`src/prtd_pkg.sv`:
```
// Shared types and constants for the PackBits row-trim decoder.
`default_nettype none
package prtd_pkg;

	localparam int MAX_DIM   = 1024;
	localparam int DIM_W     = $clog2(MAX_DIM);
	localparam int POS_W     = DIM_W + 1;
	localparam int PIX_W     = 2 * DIM_W;
	localparam int DIV_STEPS = POS_W;
	localparam int STEP_W    = $clog2(DIV_STEPS + 1);
	localparam int IDX_W     = 2;

	localparam logic [IDX_W-1:0] REG_WIDTH   = 2'd0;
	localparam logic [IDX_W-1:0] REG_HEIGHT  = 2'd1;
	localparam logic [IDX_W-1:0] REG_PADDING = 2'd2;

	typedef struct packed {
		logic [7:0] src_byte;
		logic       last_byte;
	} src_word_t;

	typedef struct packed {
		logic [7:0] pixel_value;
		logic [7:0] run_length;
		logic       end_of_image;
	} run_word_t;

	typedef struct packed {
		logic [DIM_W-1:0] image_width;
		logic [DIM_W-1:0] image_height;
		logic             row_padding;
	} cfg_t;

	typedef struct packed {
		logic load;
		logic setup;
		logic div_step;
		logic update;
		logic emit;
	} ctrl_cmd_t;

	typedef struct packed {
		logic is_data;
		logic fast;
		logic last;
		logic div_last;
		logic keep_nz;
	} dp_status_t;

endpackage
`default_nettype wire

```
`src/prtd_ctrl.sv`:
```
// Controller state machine: sequences parse and, as each word needs, divide, update and emit.
`default_nettype none
module prtd_ctrl (
	input  wire logic                  clk,
	input  wire logic                  arst_n,
	input  wire logic                  src_valid,
	output logic                       src_ready,
	input  wire logic                  out_free,
	input  wire prtd_pkg::dp_status_t  status,
	output prtd_pkg::ctrl_cmd_t        cmd
);

	localparam logic [2:0] S_IDLE   = 3'd0;
	localparam logic [2:0] S_SETUP  = 3'd1;
	localparam logic [2:0] S_DIV    = 3'd2;
	localparam logic [2:0] S_UPDATE = 3'd3;
	localparam logic [2:0] S_EMIT   = 3'd4;

	logic [2:0] state_q;
	logic [2:0] state_nx;

	assign src_ready = (state_q == S_IDLE);

	always_comb begin
		state_nx = state_q;
		cmd      = '0;
		unique case (state_q)
			S_IDLE: begin
				if (src_valid) begin
					cmd.load = 1'b1;
					state_nx = S_SETUP;
				end
			end
			S_SETUP: begin
				cmd.setup = 1'b1;
				if (!status.is_data) begin
					state_nx = status.last ? S_EMIT : S_IDLE;
				end else if (status.fast) begin
					state_nx = S_UPDATE;
				end else begin
					state_nx = S_DIV;
				end
			end
			S_DIV: begin
				cmd.div_step = 1'b1;
				if (status.div_last) begin
					state_nx = S_UPDATE;
				end
			end
			S_UPDATE: begin
				cmd.update = 1'b1;
				state_nx   = (status.last || status.keep_nz) ? S_EMIT : S_IDLE;
			end
			S_EMIT: begin
				if (out_free) begin
					cmd.emit = 1'b1;
					state_nx = S_IDLE;
				end
			end
			default: state_nx = S_IDLE;
		endcase
	end

	always_ff @(posedge clk or negedge arst_n) begin
		if (!arst_n) begin
			state_q <= S_IDLE;
		end else begin
			state_q <= state_nx;
		end
	end

endmodule
`default_nettype wire

```
`src/prtd_dpath.sv`:
```
// Datapath: parse state, row position divider, pad removal and clipping.
`default_nettype none
module prtd_dpath (
	input  wire logic                  clk,
	input  wire logic                  arst_n,
	input  wire prtd_pkg::cfg_t        cfg,
	input  wire prtd_pkg::src_word_t   src,
	input  wire prtd_pkg::ctrl_cmd_t   cmd,
	output prtd_pkg::dp_status_t       status,
	output prtd_pkg::run_word_t        res
);

	localparam logic [1:0] PH_HEADER  = 2'd0;
	localparam logic [1:0] PH_VALUE   = 2'd1;
	localparam logic [1:0] PH_LITERAL = 2'd2;

	localparam int DIM_W = prtd_pkg::DIM_W;
	localparam int POS_W = prtd_pkg::POS_W;
	localparam int PIX_W = prtd_pkg::PIX_W;
	localparam int STEP_W = prtd_pkg::STEP_W;

	logic [7:0]        byte_q;
	logic              last_q;
	logic [1:0]        phase_q;
	logic [7:0]        lit_q;
	logic [7:0]        rep_q;
	logic [DIM_W-1:0]  col_q;
	logic [PIX_W-1:0]  pix_q;
	logic [PIX_W-1:0]  limit_q;
	logic [7:0]        n_q;
	logic [POS_W-1:0]  acc_q;
	logic [POS_W-1:0]  dd_q;
	logic [POS_W-1:0]  dvs_q;
	logic [STEP_W-1:0] cnt_q;
	prtd_pkg::run_word_t res_q;

	logic             is_data;
	logic [POS_W-1:0] d;
	logic [DIM_W-1:0] c_eff;
	logic [7:0]       n;
	logic [POS_W-1:0] t;
	logic             fast;
	logic             t_ge;
	logic [7:0]       lit_nx;

	logic [POS_W:0]   trial;
	logic             trial_ge;
	logic [POS_W:0]   trial_sub;

	logic [7:0]       pads;
	logic [7:0]       kb;
	logic [PIX_W-1:0] room;
	logic [7:0]       kept;

	assign is_data = (phase_q == PH_VALUE) || (phase_q == PH_LITERAL);

	always_comb begin
		d = cfg.row_padding ? ({1'b0, cfg.image_width} + POS_W'(1))
		                    : {1'b0, cfg.image_width};
		if (col_q >= cfg.image_width) begin
			c_eff = cfg.row_padding ? cfg.image_width : (cfg.image_width - DIM_W'(1));
		end else begin
			c_eff = col_q;
		end
		n      = (phase_q == PH_VALUE) ? rep_q : 8'd1;
		t      = {1'b0, c_eff} + POS_W'(n);
		fast   = (d == '0) || ({1'b0, t} < {d, 1'b0});
		t_ge   = (t >= d);
		lit_nx = (lit_q != 8'd0) ? (lit_q - 8'd1) : 8'd0;
	end

	always_comb begin
		trial     = {acc_q, dd_q[POS_W-1]};
		trial_ge  = (trial >= {1'b0, dvs_q});
		trial_sub = trial - {1'b0, dvs_q};
	end

	always_comb begin
		pads = cfg.row_padding ? dd_q[7:0] : 8'd0;
		kb   = n_q - pads;
		room = (pix_q < limit_q) ? (limit_q - pix_q) : '0;
		kept = (PIX_W'(kb) < room) ? kb : room[7:0];
	end

	always_comb begin
		status.is_data  = is_data;
		status.fast     = fast;
		status.last     = last_q;
		status.div_last = (cnt_q == STEP_W'(1));
		status.keep_nz  = (kept != 8'd0);
	end

	assign res = res_q;

	always_ff @(posedge clk) begin
		limit_q <= cfg.image_width * cfg.image_height;
		if (cmd.load) begin
			byte_q <= src.src_byte;
			last_q <= src.last_byte;
		end
		if (cmd.setup) begin
			n_q   <= n;
			dvs_q <= d;
			if (!is_data) begin
				res_q.pixel_value  <= 8'd0;
				res_q.run_length   <= 8'd0;
				res_q.end_of_image <= last_q;
			end
			if (d == '0) begin
				acc_q <= '0;
				dd_q  <= '0;
			end else if (fast) begin
				acc_q <= t_ge ? (t - d) : t;
				dd_q  <= POS_W'(t_ge);
			end else begin
				acc_q <= '0;
				dd_q  <= t;
			end
		end else if (cmd.div_step) begin
			acc_q <= trial_ge ? trial_sub[POS_W-1:0] : trial[POS_W-1:0];
			dd_q  <= {dd_q[POS_W-2:0], trial_ge};
		end
		if (cmd.update) begin
			res_q.pixel_value  <= byte_q;
			res_q.run_length   <= kept;
			res_q.end_of_image <= last_q;
		end
	end

	always_ff @(posedge clk or negedge arst_n) begin
		if (!arst_n) begin
			phase_q <= PH_HEADER;
			lit_q   <= '0;
			rep_q   <= '0;
			col_q   <= '0;
			pix_q   <= '0;
			cnt_q   <= '0;
		end else begin
			if (cmd.setup) begin
				cnt_q <= STEP_W'(prtd_pkg::DIV_STEPS);
				if (!is_data) begin
					if (last_q) begin
						phase_q <= PH_HEADER;
						lit_q   <= '0;
						rep_q   <= '0;
						col_q   <= '0;
						pix_q   <= '0;
					end else if (byte_q[7]) begin
						rep_q   <= 8'((9'd257 - {1'b0, byte_q}));
						phase_q <= PH_VALUE;
					end else begin
						lit_q   <= byte_q + 8'd1;
						phase_q <= PH_LITERAL;
					end
				end else if (phase_q == PH_VALUE) begin
					rep_q   <= '0;
					phase_q <= PH_HEADER;
				end else begin
					lit_q <= lit_nx;
					if (lit_nx == 8'd0) begin
						phase_q <= PH_HEADER;
					end
				end
			end else if (cmd.div_step) begin
				cnt_q <= cnt_q - STEP_W'(1);
			end
			if (cmd.update) begin
				if (last_q) begin
					phase_q <= PH_HEADER;
					lit_q   <= '0;
					rep_q   <= '0;
					col_q   <= '0;
					pix_q   <= '0;
				end else begin
					col_q <= acc_q[DIM_W-1:0];
					pix_q <= pix_q + PIX_W'(kept);
				end
			end
		end
	end

endmodule
`default_nettype wire

```
`src/packbits_rle_row_trim_decoder_unit.sv`:
```
// Top level of the PackBits run decoder with row-pad removal and clipping.
//
//   port group   dir  handshake            payload
//   src          in   src_valid/src_ready  prtd_pkg::src_word_t
//   run          out  run_valid/run_ready  prtd_pkg::run_word_t
//   wr_*         in   wr_en                wr_index, wr_data
//
// A header byte goes through load and setup; a data byte through load, setup and
// update, and either adds emit when it hands off a run. A repeat run ending two row
// widths or more past its row start also passes the bit-serial row position divider.
// Reset restores the register defaults and the expecting-header parse state.
// While a run waits in the output register the next word is still accepted;
// the following run holds in the controller until the register frees.
`default_nettype none
module packbits_rle_row_trim_decoder_unit (
	input  wire logic                               clk,
	input  wire logic                               arst_n,
	input  wire logic                               src_valid,
	output logic                                    src_ready,
	input  wire prtd_pkg::src_word_t                src,
	output logic                                    run_valid,
	input  wire logic                               run_ready,
	output prtd_pkg::run_word_t                     run,
	input  wire logic                               wr_en,
	input  wire logic [prtd_pkg::IDX_W-1:0]         wr_index,
	input  wire logic [prtd_pkg::DIM_W-1:0]         wr_data
);

	prtd_pkg::cfg_t       cfg_q;
	prtd_pkg::ctrl_cmd_t  cmd;
	prtd_pkg::dp_status_t status;
	prtd_pkg::run_word_t  res;
	prtd_pkg::run_word_t  run_q;
	logic                 run_valid_q;
	logic                 out_free;

	assign out_free  = !run_valid_q || run_ready;
	assign run_valid = run_valid_q;
	assign run       = run_q;

	always_ff @(posedge clk or negedge arst_n) begin
		if (!arst_n) begin
			cfg_q.image_width  <= prtd_pkg::DIM_W'(320);
			cfg_q.image_height <= prtd_pkg::DIM_W'(240);
			cfg_q.row_padding  <= 1'b0;
		end else if (wr_en) begin
			unique case (wr_index)
				prtd_pkg::REG_WIDTH:   cfg_q.image_width  <= wr_data;
				prtd_pkg::REG_HEIGHT:  cfg_q.image_height <= wr_data;
				prtd_pkg::REG_PADDING: cfg_q.row_padding  <= wr_data[0];
				default: ;
			endcase
		end
	end

	always_ff @(posedge clk or negedge arst_n) begin
		if (!arst_n) begin
			run_valid_q <= 1'b0;
		end else if (cmd.emit) begin
			run_valid_q <= 1'b1;
		end else if (run_ready) begin
			run_valid_q <= 1'b0;
		end
	end

	always_ff @(posedge clk) begin
		if (cmd.emit) begin
			run_q <= res;
		end
	end

	prtd_ctrl u_ctrl (
		.clk       (clk),
		.arst_n    (arst_n),
		.src_valid (src_valid),
		.src_ready (src_ready),
		.out_free  (out_free),
		.status    (status),
		.cmd       (cmd)
	);

	prtd_dpath u_dpath (
		.clk    (clk),
		.arst_n (arst_n),
		.cfg    (cfg_q),
		.src    (src),
		.cmd    (cmd),
		.status (status),
		.res    (res)
	);

endmodule
`default_nettype wire
```
`config.mk`:
```
export PLATFORM = sky130hd
export DESIGN_NAME = packbits_rle_row_trim_decoder_unit
export DESIGN_NICKNAME = d
export VERILOG_FILES = /design/src/prtd_pkg.sv /design/src/prtd_ctrl.sv /design/src/prtd_dpath.sv /design/src/packbits_rle_row_trim_decoder_unit.sv
export SDC_FILE = /design/constraint.sdc
export NUM_CORES = 1
export LEC_CHECK = 0
export BUFFER_PORTS_ARGS = -buffer_cell sky130_fd_sc_hd__buf_4
export CAP_MARGIN = 20
export CORE_ASPECT_RATIO = 1.75
export CORE_UTILIZATION = 58
export CTS_CLUSTER_DIAMETER = 120
export DETAILED_ROUTE_END_ITERATION = 6
export GPL_ROUTABILITY_DRIVEN = 0
export HOLD_SLACK_MARGIN = 0.03
export PLACE_DENSITY = 0.81
export SYNTH_ARGS = -nofsm -noshare
export SYNTH_HDL_FRONTEND = slang
export SYNTH_SLANG_ARGS = --single-unit
```
`constraint.sdc`:
```
create_clock -name clk -period 6.4 [get_ports clk]
set_input_delay 0.32 -clock clk [delete_from_list [all_inputs] [get_ports clk]]
set_output_delay 0.32 -clock clk [all_outputs]
set_load 0.005 [all_outputs]
```
### Yosys cells after proc, flatten, opt, wreduce, memory -nomap -nowiden

Cells that the tools add are included.

| cells by class | value |
|---|---|
| $add $sub $neg | 12 |
| order comparisons | 6 |
| equal/unequal tests | 13 |
| muxes and demuxes | 72 |
| reductions and logical operators | 21 |
| $mul | 1 |

Operators with widths:

| kind | count |
|---|---|
| 2-to-1 mux 8 bit | 18 |
| 2-to-1 mux 11 bit | 11 |
| 2-to-1 mux 20 bit | 6 |
| 2-to-1 mux 10 bit | 7 |
| 2-to-1 mux 17 bit | 3 |
| subtractor 11 bit | 2 |
| adder 20 x 8 -> 20 bit | 1 |
| less-than comparator 20 bit | 1 |
| less-than comparator 8 x 20 -> 1 bit | 1 |
| multiplier 10 x 10 -> 20 bit | 1 |
| subtractor 20 bit | 1 |
| 2-to-1 mux 3 bit | 6 |
| 2-to-1 mux 2 bit | 8 |
| nonzero test 8 bit | 2 |
| one-hot mux 3 bit (5 select lines) | 1 |
| greater-or-equal comparator 12 x 11 -> 1 bit | 1 |
| less-than comparator 11 x 12 -> 1 bit | 1 |
| adder 10 x 1 -> 11 bit (second input constant) | 1 |
| adder 10 x 8 -> 11 bit | 1 |
| greater-or-equal comparator 11 bit | 1 |
| zero test 11 bit | 1 |
| greater-or-equal comparator 10 bit | 1 |
| 2-to-1 mux 1 bit | 10 |
| subtractor 10 x 1 -> 10 bit (second input constant) | 1 |
| 21 further kinds | 38 |

| storage, ports and cells | value |
|---|---|
| output and inout bits | 19 |
| input bits | 26 |
| bits in registers | 181 |
| word-level logic and storage cells | 149 |

### Depth between registers and ports, before layout

| depth | value |
|---|---|
| word-level depth | 9 |
| mapped depth | 34 |

### Hierarchy

From an unflattened synthesis, not the netlist that was laid out.

| unflattened totals | value |
|---|---|
| cells, all modules | 1605 |
| area total of the unflattened synthesis | 15178.3 um2 |

Modules (own cells, without submodules):

| module | cells each | instances | area an instance (um2) |
|---|---|---|---|
| prtd_dpath | 1515 | 1 | 13560.5 |
| packbits_rle_row_trim_decoder_unit | 67 | 1 | 1405.1 |
| prtd_ctrl | 23 | 1 | 212.7 |

### Worst setup path before layout

No wires, ideal clock.

| timing path | value |
|---|---|
| path kind | reg2reg |
| start | register cfg_q[0] (netlist bit) |
| end | register u_dpath.pix_q[14] |
| library setup time | 0.129 ns |
| clock period less this slack | 6.530 ns |
| setup slack | -0.130 ns |
| cell stages (with the launch flop) | 32 |
| arrival | 6.402 ns |
| cell sequence | dfrtp_1 clkbuf_1 clkbuf_1 and2_1 ha_1 inv_1 fa_1 a21o_1 a21oi_1 o21bai_1 a21oi_1 xnor2_1 ha_1 nand4_1 o41ai_1 a21boi_1 and3_1 buf_4 buf_8 mux2i_1 ha_1 inv_1 fa_1 nor2b_1 o21ai_1 a21o_1 a21oi_1 o21ai_1 a2111oi_2 nor4b_1 xnor2_1 nor2_1 |

| on the way | value |
|---|---|
| cells in the longest elaborated chain, start to end | 7 |

RTL lines:

| what | RTL line | source |
|---|---|---|
| start: declaration | packbits_rle_row_trim_decoder_unit.sv:29 | `prtd_pkg::cfg_t cfg_q;` |
| 2-to-1 mux 8 bit (*) | prtd_dpath.sv:79 | `pads = cfg.row_padding ? dd_q[7:0] : 8'd0;` |
| subtractor 8 bit (*) | prtd_dpath.sv:80 | `kb = n_q - pads;` |
| less-than comparator 8 x 20 -> 1 bit | prtd_dpath.sv:82 | `kept = (PIX_W'(kb) < room) ? kb : room[7:0];` |
| 2-to-1 mux 8 bit (*) | prtd_dpath.sv:82 |  |
| net u_dpath.kept[0] | prtd_dpath.sv:53 | `logic [7:0] kept;` |
| adder 20 x 8 -> 20 bit (*) | prtd_dpath.sv:176 | `pix_q <= pix_q + PIX_W'(kept);` |
| 2-to-1 mux 20 bit (*) | prtd_dpath.sv:168 | `if (last_q) begin` |
| 2-to-1 mux 20 bit (*) | prtd_dpath.sv:167 | `if (cmd.update) begin` |
| end signal: assignment | prtd_dpath.sv:176 |  |
| end: declaration | prtd_dpath.sv:28 | `logic [PIX_W-1:0] pix_q;` |

Mark *: on every way through the listed nets, which the timed path passes. The rest lies on a longest branch.
A chain may end at the register's enable or synchronous reset.

### Final worst setup path

| timing path | value |
|---|---|
| start | register u_dpath.pix_q[4] |
| end | register u_dpath.pix_q[18] |

| on the way | value |
|---|---|
| cells in the longest elaborated chain, start to end | 7 |

RTL lines:

| what | RTL line | source |
|---|---|---|
| subtractor 20 bit or less-than comparator 20 bit (tied branches) | prtd_dpath.sv:81 | `room = (pix_q < limit_q) ? (limit_q - pix_q) : '0;` |
| 2-to-1 mux 20 bit (*) | prtd_dpath.sv:81 |  |
| less-than comparator 8 x 20 -> 1 bit | prtd_dpath.sv:82 |  |
| 2-to-1 mux 8 bit (*) | prtd_dpath.sv:82 |  |
| net u_dpath.kept[0] | prtd_dpath.sv:53 |  |
| adder 20 x 8 -> 20 bit (*) | prtd_dpath.sv:176 |  |
| 2-to-1 mux 20 bit (*) | prtd_dpath.sv:168 |  |
| 2-to-1 mux 20 bit (*) | prtd_dpath.sv:167 |  |

Marked as above.

==> run_results.csv <==
group,metric,value,unit
run_status,status,"completed",
logic_synthesis,yosys_warnings,0,
die,initial_core_util,59.2,%
logic_synthesis,synth.area.top_cells,"edfxtp_1, ha_1, dfrtp_1",
die,die_w,124,um
flow_run,maxCapViolCount,0,
logic_synthesis,ys_seq_elements,181,
place,place_area,0.0158,sq mm
finish,post-route-cell-area,0.0167,sq mm
place,hpwl,29.2,mm
logic_synthesis,synth-edff-count,84,
finish,antenna_cells_inserted,0,
timing,fmax,0.159,GHz
routing,drt_first_pass_iters,5,
clocking,htree_levels,4,
routing,vias_per_cell,6.20,
logic_synthesis,synth.most_common_cell,"nand2_1",
logic_synthesis,async_flop_share,42.5,%
logic_synthesis,yosys-top-cells-count,"nand2_1, inv_1, ha_1, nor2_1, a21oi_1",
critical_path,r2r_slack,0.11,ns
die,rows,77,
logic_synthesis,synthXorXnorAreaFrac,5.67,%
logic_synthesis,yosysSeqAreaShare,32.4,%
timing,tns,0,ns
critical_path,reg2reg_to,"u_dpath.pix_q[18]",
logic_synthesis,synth-simple-area-share,16.5,%
routing,drc,0,
routing,drt-initial-drc-count,932,
critical_path,arrival,6.62,ns
logic_synthesis,synth-main-ff-cell,"edfxtp_1",
finish,area_growth,11.5,%
grt,antenna_found_initial,0,
routing,ant_nets,0,
place,numPortBuffers,44,
grt,track_usage,30.6,%
timing,post-route-period-util,98.3,%
die,core-area,0.0253,sq mm
die,die_area,0.0265,sq mm
clocking,clk_pin_slew_worst_paths,0.08,ns
logic_synthesis,syn_avg_cell_area,9.32,sq um
critical_path,worstSetupEndpointType,"register",
logic_synthesis,synthCells,1609,
timing,rsz0062_at_grt,"true",
logic_synthesis,syn-cell-area,0.0150,sq mm
critical_path,cp_max_fo,5,
clocking,cts_tree,"done",
hold_path,min_delay_path_depth,3,
logic_synthesis,yosys.area.top_type,"edfxtp_1",
critical_path,worst_setup_path_start_kind,"register",
hold_path,min_path_type,"primary input to register",
critical_path,r2r_start,"u_dpath.pix_q[4]",
grt,grt-ovfl-total,0,
die,die_h,215,um
timing,finClkSkew,0.0142,ns
die,pin_count,45,
logic_synthesis,postSynthNetCount,1861,
hold_path,hold_start,"wr_data[5]",
clocking,cts-root-buf,"clkbuf_16",
timing,hold_viol_final,0,
grt,grt_pass1_vias,12900,
logic_synthesis,synth_adder_area_share,22.3,%
clocking,cts_buffers,17,
logic_synthesis,synth_largest_type_area_fraction,16.8,%
finish,multi_input_area,0.00946,sq mm
hold_path,hold_end,"cfg_q[16]",
timing,report.final.slew_viol_count,0,
grt,grt_max_degree,71,
timing,setup_viol_count_final,0,
clocking,cts.sinks,181,
clocking,clk-insertion-delay-late,0.46,ns
timing,fin_crit,6.29,ns
logic_synthesis,synth_top_family_by_area,"adder cells",
critical_path,r2r_cells,27,
routing,wire_per_inst,19.4,um
finish,nFillCells,1902,
clocking,clk_path_buf_depth,2,
timing,whs,0.0834,ns
logic_synthesis,synth_compound_area_share,13.7,%
timing,max_slew_margin,35.0,%
finish,regArea,0.00486,sq mm
finish,post-route-util,66.0,%
routing,wirelength,38.6,mm
finish,nets,1914,
routing,num_vias,12300,
timing,worstMarginPinSlew,0.975,ns
critical_path,crit_type,"register to register",
finish,drive_gt1_share,11.3,%
logic_synthesis,synth.area.mux_share,3.65,%
logic_synthesis,synth_cell_type_count,77,
grt,grt_first_pass_wirelength,62.2,mm
critical_path,cp.required,6.73,ns
==> registers in the layout, indices dropped and copies added (netlist names), 10 cells and up <==
register / flops
cfg_q: 21
u_dpath.limit_q: 20
u_dpath.pix_q: 20
run: 17
u_dpath.res: 17
u_dpath.acc_q: 11
u_dpath.dd_q: 11
u_dpath.dvs_q: 11
u_dpath.col_q: 10
==> worst max path at each step <==
| stage | startpoint | endpoint | slack [ns] | cells past startpoint |
|---|---|---|---|---|
| CTS | u_dpath.pix_q[8] | u_dpath.pix_q[14] | 0.009 | 27 |
| detailed placement | u_dpath.pix_q[0] | u_dpath.pix_q[14] | -0.06 | 28 |
| floorplan | cfg_q[0] | u_dpath.pix_q[14] | 0.05 | 31 |
| global placement | u_dpath.pix_q[0] | u_dpath.pix_q[14] | 0.16 | 28 |
| global route | u_dpath.pix_q[4] | u_dpath.pix_q[18] | -0.27 | 28 |
| finish | u_dpath.pix_q[4] | u_dpath.pix_q[18] | 0.11 | 27 |
==> final cells by class <==
type	instances	share of cell area, %
Multi-Input combinational cell	1201	56.6
Timing Repair Buffer	95	4.61
Inverter	166	3.73
Clock buffer	17	2.55
Sequential cell	181	29.1
Tap cell	316	2.37
Clock inverter	15	1.08
==> repair_timing <==
action / in CTS / in global routing
setup buffers: 0 / 5
pin swaps: 0 / 6
endpoints found under the setup margin: 7 / 12
gates resized for setup: 2 / 31
endpoints found under the hold margin: 14 / 2
gates cloned: 0 / 0
hold buffers: 8 / 2
==> per-layer routing <==
metal,part of all wire [%],up-vias,global-route usage (%)
met1,34,5976,30.2
li1,-,5687,-
met2,54,480,55.0
met5,0,-,0
met4,7.8,0,23.5
met3,4.4,196,5.03
==> stage by stage <==
step	instances	setup WS (ns)
floorplan	1609	0.0528
global placement	1943	0.164
detailed placement	1943	-0.0578
CTS	1983	0.00889
global route	1991	-0.271
finish	1991	0.109
==> cell families after synthesis <==
logic type / count (synthesis)
adder cells (fa/ha/maj): 226
buffers and inverters: 227
flip-flops: 181
multiplexers: 52
XOR/XNOR: 97
AO/OA/AOI/OAI: 316
AND/OR/NAND/NOR: 510
==> worst max-delay path, cell delays in order, from the launching register on <==
cell and delay, ns:
dfrtp_1 0.36, inv_1 0.06, ha_1 0.44, nand4_1 0.24, a21oi_4 0.22, o211ai_1 0.16, a21boi_2 0.23, o21bai_1 0.11
or2_2 0.33, ha_1 0.31, nand4_1 0.20, o41ai_4 0.49, a21boi_4 0.25, and3_4 0.22, mux2i_1 0.23, ha_1 0.20
inv_1 0.05, fa_1 0.40, nor2b_1 0.12, o21ai_1 0.08, a21o_1 0.22, a21oi_2 0.17, o21ai_2 0.11, a2111oi_4 0.39
buf_4 0.19, nand4_1 0.11, xnor2_1 0.20, nor2_1 0.05
==> cell usage in the layout (no fill, tap or decap), drive strengths merged, types with 14 or more instances in the layout <==
cell type | netlist | final
a22o | 20 | 20
dfxtp | 20 | 20
and2 | 62 | 62
a21o | 15 | 15
and3 | 14 | 14
nand4 | 18 | 18
edfxtp | 84 | 84
fa | 68 | 68
nor3 | 25 | 25
a21oi | 88 | 88
nand3 | 34 | 34
mux2 | 18 | 18
dfrtp | 71 | 71
clkbuf | 51 | 17
nor2 | 116 | 116
nor2b | 14 | 14
xnor2 | 68 | 68
mux2i | 34 | 34
ha | 158 | 158
o21ai | 68 | 68
inv | 164 | 170
nand2 | 163 | 163
o22ai | 23 | 23
xor2 | 29 | 29
buf | 10 | 85
nand2b | 18 | 18
Power is not shown: default switching activity piles up to over one toggle a cycle in this logic, so the estimate is an artifact.
